**src/sv/gbos_pkg.sv**
```systemverilog
// Shared constants and types for the grouped box overlap search.
`timescale 1ns / 1ps
`default_nettype none
package gbos_pkg;

    localparam int MAX_ENTRIES = 256;
    localparam int IDX_W       = $clog2(MAX_ENTRIES);
    localparam int CNT_W       = $clog2(MAX_ENTRIES + 1);
    localparam int NUM_GROUPS  = 8;
    localparam int GROUP_W     = 3;
    localparam int COORD_BITS  = 16;
    localparam int STORE_W     = COORD_BITS + 1;
    localparam int QUERY_W     = COORD_BITS + 2;

    localparam logic [1:0] KIND_ADD   = 2'd0;
    localparam logic [1:0] KIND_QUERY = 2'd1;
    localparam logic [1:0] KIND_CLEAR = 2'd2;

    typedef struct packed {
        logic [GROUP_W-1:0]        group;
        logic signed [STORE_W-1:0] left;
        logic signed [STORE_W-1:0] right;
        logic signed [STORE_W-1:0] top;
        logic signed [STORE_W-1:0] bottom;
    } entry_t;

    typedef struct packed {
        logic [GROUP_W-1:0]        group;
        logic signed [QUERY_W-1:0] left;
        logic signed [QUERY_W-1:0] right;
        logic signed [QUERY_W-1:0] top;
        logic signed [QUERY_W-1:0] bottom;
    } query_t;

endpackage
`default_nettype wire

```
**src/sv/gbos_overlap.sv**
```systemverilog
// Strict overlap test of one query box against one stored box of another group.
`timescale 1ns / 1ps
`default_nettype none
module gbos_overlap
    import gbos_pkg::*;
(
    input  wire query_t query,
    input  wire entry_t entry,
    output logic        match
);

    logic signed [QUERY_W-1:0] e_left;
    logic signed [QUERY_W-1:0] e_right;
    logic signed [QUERY_W-1:0] e_top;
    logic signed [QUERY_W-1:0] e_bottom;

    always_comb begin
        e_left   = QUERY_W'(entry.left);
        e_right  = QUERY_W'(entry.right);
        e_top    = QUERY_W'(entry.top);
        e_bottom = QUERY_W'(entry.bottom);
        match = (entry.group != query.group)
             && (query.left < e_right) && (e_left < query.right)
             && (query.bottom > e_top) && (query.top < e_bottom);
    end

endmodule
`default_nettype wire

```
**config.mk**
```make
export PLATFORM = sky130hd
export DESIGN_NAME = gbos_overlap
export DESIGN_NICKNAME = d
export VERILOG_FILES = /design/src/sv/gbos_pkg.sv /design/src/sv/gbos_overlap.sv
export SDC_FILE = /design/constraint.sdc
export NUM_CORES = 1
export LEC_CHECK = 0
export ABC_AREA = 1
export BUFFER_PORTS_ARGS = -buffer_cell sky130_fd_sc_hd__clkbuf_2
export CORE_MARGIN = 5
export CORE_UTILIZATION = 44
export DETAILED_ROUTE_END_ITERATION = 16
export GPL_TIMING_DRIVEN = 0
export PLACE_DENSITY = 0.85
export SLEW_MARGIN = 20
export SYNTH_ARGS = -nofsm -noshare
export SYNTH_HDL_FRONTEND = slang
export SYNTH_SLANG_ARGS = --single-unit
```
**constraint.sdc**
```tcl
create_clock -name vclk -period 2
set_clock_uncertainty 0.05 [all_clocks]
set_input_delay 0.3 -clock vclk [all_inputs]
set_output_delay 0.3 -clock vclk [all_outputs]
set_load 0.05 [all_outputs]
```
==> metrics.yaml, run 1 <==
status: "complete, but fails checks"
violations: "negative setup slack"
fin_crit_ns: 2.12
routed_wirelength_mm: 7.31
syn_area_um2: 2100
maxCapViolCount: 0
gr-total-overflow: 0
power.density_nw_per_um2: 214
totalPowerFinal_uw: 759
drive_gt1_share_pct: 49.7
seq_area_frac_synth_pct: 0
crit_arrival_ns: 1.77
fin_nets: 730
n_antenna_cell: 0
drc: 0
vias: 2725
cp-start-kind: "input pin"
critPathKind: "in2out"
die_y_um: 79.1
combPwrFrac_pct: 100.0
setup_tns_ns: -0.123
fin_hold_ws_ns: 1.14
pin_count: 147
std_cell_rows: 25
crit_fanout: 2
peakVddDrop_v: 0.000115
syn_area_per_cell_um2: 5.78
io_buffers: 147
grt_use_total_pct: 18.9
intPower_uw: 378
grt_pass1_wl_mm: 10.2
ys_types: 19
min_from: "query[35]"
max_slew_margin_pct: 71.8
first_pass_iters: 4
grt_start_max_net_pins: 5
antenna_found_initial: 0
clock.fmax_ghz: 0.471
pwr-share-seq_pct: 0
grt_pass1_vias: 2757
synth_cells: 363
startpoint: "query[5]"
post-dp-hpwl_mm: 5.47
setup_viol: 1
power_switching_uw: 381
routed_via_density: 4.81
n_clock_buffer: 0
worstHoldPathType: "in2out"
design.core.area_um2: 4690
leakage_uw: 0.00216
drt_iter0_markers: 57
cp-end-kind: "output pin"
netSwitchingFraction_pct: 50.2
post-place-ws_ns: -0.279
start_util_pct: 44.7
layout_setup_ws_ns: -0.123
worstMarginPinSlew_ns: 0.419
syn-num-nets: 578
area_growth_pct: 69.2
ant_nets: 0
maxSlewViolCount: 0
mostFrequentLayoutCell: "clkbuf_2"
rsz0062_at_grt: "true"
required_ns: 1.65
mostFrequentLayoutCells: "clkbuf_2 (139), inv_1 (86), nand2_1 (73)"
yosys_warnings: 0
dieArea_um2: 6250
place_congestion: 0.816
wire_per_inst_um: 12.9
hold_viol_final: 0
seq_cells: 0
utilization_pct: 75.7
power_frac_clock_pct: 0
period_share_pct: 106
seq_area_um2: 0
fillers: 358
cts_hold_buf: 0
die_width_um: 79.1
-- area by class of cell --
type / count / area [um2] / share of cell area, %
tap: 54 / 67.6 / 1.90
multi-input combinational: 260 / 2280 / 64.1
inverter: 103 / 394 / 11.1
timing repair buffer: 150 / 812 / 22.9
-- layer usage --
metal  track usage, %  vias up  part of all wire [%]
met5                0        -                     0
met4             1.37        0                   1.1
met3             1.81       10                   6.1
met2             41.7       97                    58
met1             19.0     1203                    35
li1                 -     1415                     -
-- power by group through the flow --
stage | registers, uW | logic (uW) | clock network, uW
after global routing | 0 | 857 | 0
final | 0 | 759 | 0
after global placement | 0 | 515 | 0
after detailed placement | 0 | 540 | 0
after floorplan | 0 | 324 | 0
after CTS | 0 | 610 | 0
-- worst paths after layout --
path | slack [ns] | to | cells past startpoint
worst max-delay path | -0.12 | match | 14
worst min-delay path | 1.14 | match | 6
-- per-stage QoR --
stage	cell area [um2]	instances
after global routing	3550	567
after global placement	2910	564
after floorplan	2100	363
after detailed placement	2910	564
after CTS	3140	565
final	3550	567
-- cells in the mapped netlist --
cell type  count  share of area [%]
a21o_1         3                1.1
a21oi_1       21                5.0
and2_1         1               0.30
and2_4         1               0.42
ha_1          69                 41
inv_1        103                 18
nand2_1       98                 18
nand2_2        5                1.5
nand3_1       11                2.6
nand3b_1       1               0.36
nand4_1        5                1.5
nor2_1        31                5.5
nor2_2         2               0.60
nor2_4         2                1.1
nor3_1         1               0.24
nor4_1         1               0.30
o21ai_0        4               0.95
o21bai_1       3                1.1
xor2_1         1               0.42
-- repair_timing --
item                       in CTS  in global routing
buffers inserted                1                  2
setup endpoints to repair       1                  1
resized for setup              32                 90
pin swaps                      15                 62
-- kinds of logic (layout without fill, tap and decap cells) --
group | count (synthesis) | count (layout) | synth area share, %
AOI/OAI and AO/OA | 31 | 31 | 8.10
adders and majority gates | 69 | 69 | 41.1
xor gates and xnor gates | 1 | 1 | 0.417
and+or+nand+nor | 159 | 159 | 31.9
buffers and inverters | 103 | 253 | 18.4
-- critical path: stages --
cell and delay [ns]:
clkbuf_2 0.11, ha_4 0.25, a21oi_1 0.16, nand2_1 0.09
nand2_2 0.08, nand2_2 0.05, nand2_1 0.08, nand3_1 0.07
nand2_1 0.08, nand2_1 0.06, nor2_2 0.11, nand2_2 0.07
nor2_4 0.11, buf_8 0.15
Power figures use the tool's default switching activity.
==> inputs of run 2 (changes only) <==
--- a/config.mk
+++ b/config.mk
@@ -11,7 +11,7 @@
 export CORE_UTILIZATION = 44
 export DETAILED_ROUTE_END_ITERATION = 16
 export GPL_TIMING_DRIVEN = 0
-export PLACE_DENSITY = 0.85
+export PLACE_DENSITY = 0.86
 export SLEW_MARGIN = 20
 export SYNTH_ARGS = -nofsm -noshare
 export SYNTH_HDL_FRONTEND = slang
==> run 2 against run 1 <==
Net effect:
- the run still ends with negative setup slack left
- final area shrank 2.9%
- maximum frequency is essentially flat
- via count shrank 0.95%
- sequential share of layout area is the same
- non-clock buffer count is the same
- global-route usage shrank 0.21 points
- count of clock-buffer cells in the layout is the same
- worst setup slack gained 0.0015 ns
- routed wire length shrank 8.3%
- hold slack gained 0.0039 ns
- core utilization shrank 2.2 points
- first-iteration DRC count shrank 44%
- largest power group unchanged
==> metrics.yaml, run 2 (same netlist as run 1, synthesis figures left out) <==
std_cell_rows: 25  # unchanged
placedCellCount: 564  # unchanged
required_ns: 1.65  # about the same
wire_per_inst_um: 11.8  # was 12.9 um
layout_setup_ws_ns: -0.122  # was -0.123 ns
mostFrequentLayoutCell: "clkbuf_2"  # unchanged
crit_fanout: 2  # unchanged
maxCapViolCount: 0  # unchanged
clock.fmax_ghz: 0.471  # about the same
crit_top_cell: "nor2_2"  # was nand2_1
routed_via_density: 4.76  # was 4.81
die_width_um: 79.1  # unchanged
grt_pass1_vias: 2717  # was 2757
critPathKind: "in2out"  # unchanged
area_growth_pct: 64.2  # was 69.2%
pin_count: 147  # unchanged
drc: 0  # unchanged
leakage_uw: 0.00215  # was 0.00216 uW
cp-end-kind: "output pin"  # unchanged
seq_cells: 0  # unchanged
fin_cells: 567  # unchanged
dieArea_um2: 6250  # unchanged
start_util_pct: 44.7  # unchanged
worstMarginPinSlew_ns: 0.358  # was 0.419 ns
ant_nets: 0  # unchanged
routed_wirelength_mm: 6.70  # was 7.31 mm
critPathMaxStageDelay_ns: 0.31  # was 0.25 ns
max_slew_margin_pct: 75.9  # was 71.8%
vias: 2699  # was 2725
violations: "negative setup slack"  # unchanged
grt_pass1_wl_mm: 9.98  # was 10.2 mm
status: "complete, but fails checks"  # unchanged
fillers: 362  # was 358
place_congestion: 0.789  # was 0.816
rsz0062_at_grt: "true"  # unchanged
grt_use_total_pct: 18.6  # was 18.9%
first_pass_iters: 5  # was 4
maxSlewViolCount: 0  # unchanged
drt_iter0_markers: 32  # was 57
cp_cell_sequence: "clkbuf_2 > inv_1 > ha_1 > nand2_2 > nor2_4 > nand4_1 > nor2_2 > nor2_2 > nand3_1 > nand2_1 > nor2_2 > nand2_2 > nor2_4 > buf_8"  # was clkbuf_2 > ha_4 > a21oi_1 > nand2_1 > nand2_2 > nand2_2 > nand2_1 > nand3_1 > nand2_1 > nand2_1 > nor2_2 > nand2_2 > nor2_4 > buf_8
n_clock_buffer: 0  # unchanged
fin_nets: 730  # unchanged
io_buffers: 147  # unchanged
n_antenna_cell: 0  # unchanged
worstHoldPathType: "in2out"  # unchanged
period_share_pct: 106  # about the same
min_from: "query[35]"  # unchanged
die_y_um: 79.1  # unchanged
cp-start-kind: "input pin"  # unchanged
grt_start_max_net_pins: 5  # unchanged
seq_area_um2: 0  # unchanged
post-dp-hpwl_mm: 5.45  # was 5.47 mm
gr-total-overflow: 0  # unchanged
design.core.area_um2: 4690  # unchanged
crit_arrival_ns: 1.77  # about the same
fin_crit_ns: 2.12  # about the same
hold_end: "match"  # unchanged
holdPathStages: 6  # unchanged
antenna_found_initial: 0  # unchanged
peakVddDrop_v: 0.000119  # was 0.000115 V
power.density_nw_per_um2: 207  # was 214 nW/um2
hold_viol_final: 0  # unchanged
setup_viol: 1  # unchanged
drive_gt1_share_pct: 46.4  # was 49.7%
cts_hold_buf: 0  # unchanged
utilization_pct: 73.5  # was 75.7%
crit_slowest_cell: "ha_1"  # was ha_4
mostFrequentLayoutCells: "clkbuf_2 (141), inv_1 (91), nand2_1 (80)"  # was clkbuf_2 (139), inv_1 (86), nand2_1 (73)
-- run 2: cell type report --
type                            instances  area (um2)  area share [%]
Timing Repair Buffer                  150         800            23.2
Inverter                              103         392            11.4
Multi-Input combinational cell        260        2190            63.5
Tap cell                               54        67.6            1.96
-- run 2: per-layer routing --
metal,GRT usage [%],share of wire (%),up-vias
met1,18.8,35,1150
met4,2.92,1.4,0
met3,3.29,7.8,14
met2,39.3,55,120
li1,-,-,1415
met5,0,0,-
-- run 2: repair_timing --
item,CTS,global route
hold endpoints to repair,0,0
pin swaps,22,43
endpoints found under the setup margin,1,1
resized for setup,32,68
buffers inserted,1,2
-- run 2: power breakdown --
part | switching, uW | internal [uW] | leakage, uW
clock | 0 | 0 | 0
combinational | 356 | 357 | 0.00215
sequential | 0 | 0 | 0
total | 356 | 357 | 0.00215
-- run 2: how the worst max path moves through the flow --
| stage | startpoint | to | slack [ns] | cells past startpoint |
|---|---|---|---|---|
| detailed placement | entry[33] | match | -0.29 | 14 |
| CTS | entry[33] | match | -0.09 | 14 |
| global route | entry[25] | match | -0.24 | 14 |
| finish | entry[43] | match | -0.12 | 14 |
| global placement | entry[33] | match | -0.25 | 14 |
| floorplan | entry[33] | match | 0.04 | 13 |
-- run 2: through the flow --
stage	hold WS [ns]	power [uW]	instance area, um2	TNS (ns)	setup slack, ns
after floorplan	0.935	324	2100	0	0.0397
after global placement	1.25	516	2910	-0.249	-0.249
after detailed placement	1.26	540	2910	-0.286	-0.286
after CTS	1.20	602	3110	-0.0921	-0.0921
after global routing	1.18	815	3450	-0.241	-0.241
final	1.14	713	3450	-0.122	-0.122
-- run 2: worst max-delay path, delay by kind of cell --
| family | cells | cell delay, ns |
|---|---|---|
| simple gates | 10 | 0.90 |
| fa+ha+maj | 1 | 0.31 |
| buf+inv | 3 | 0.26 |
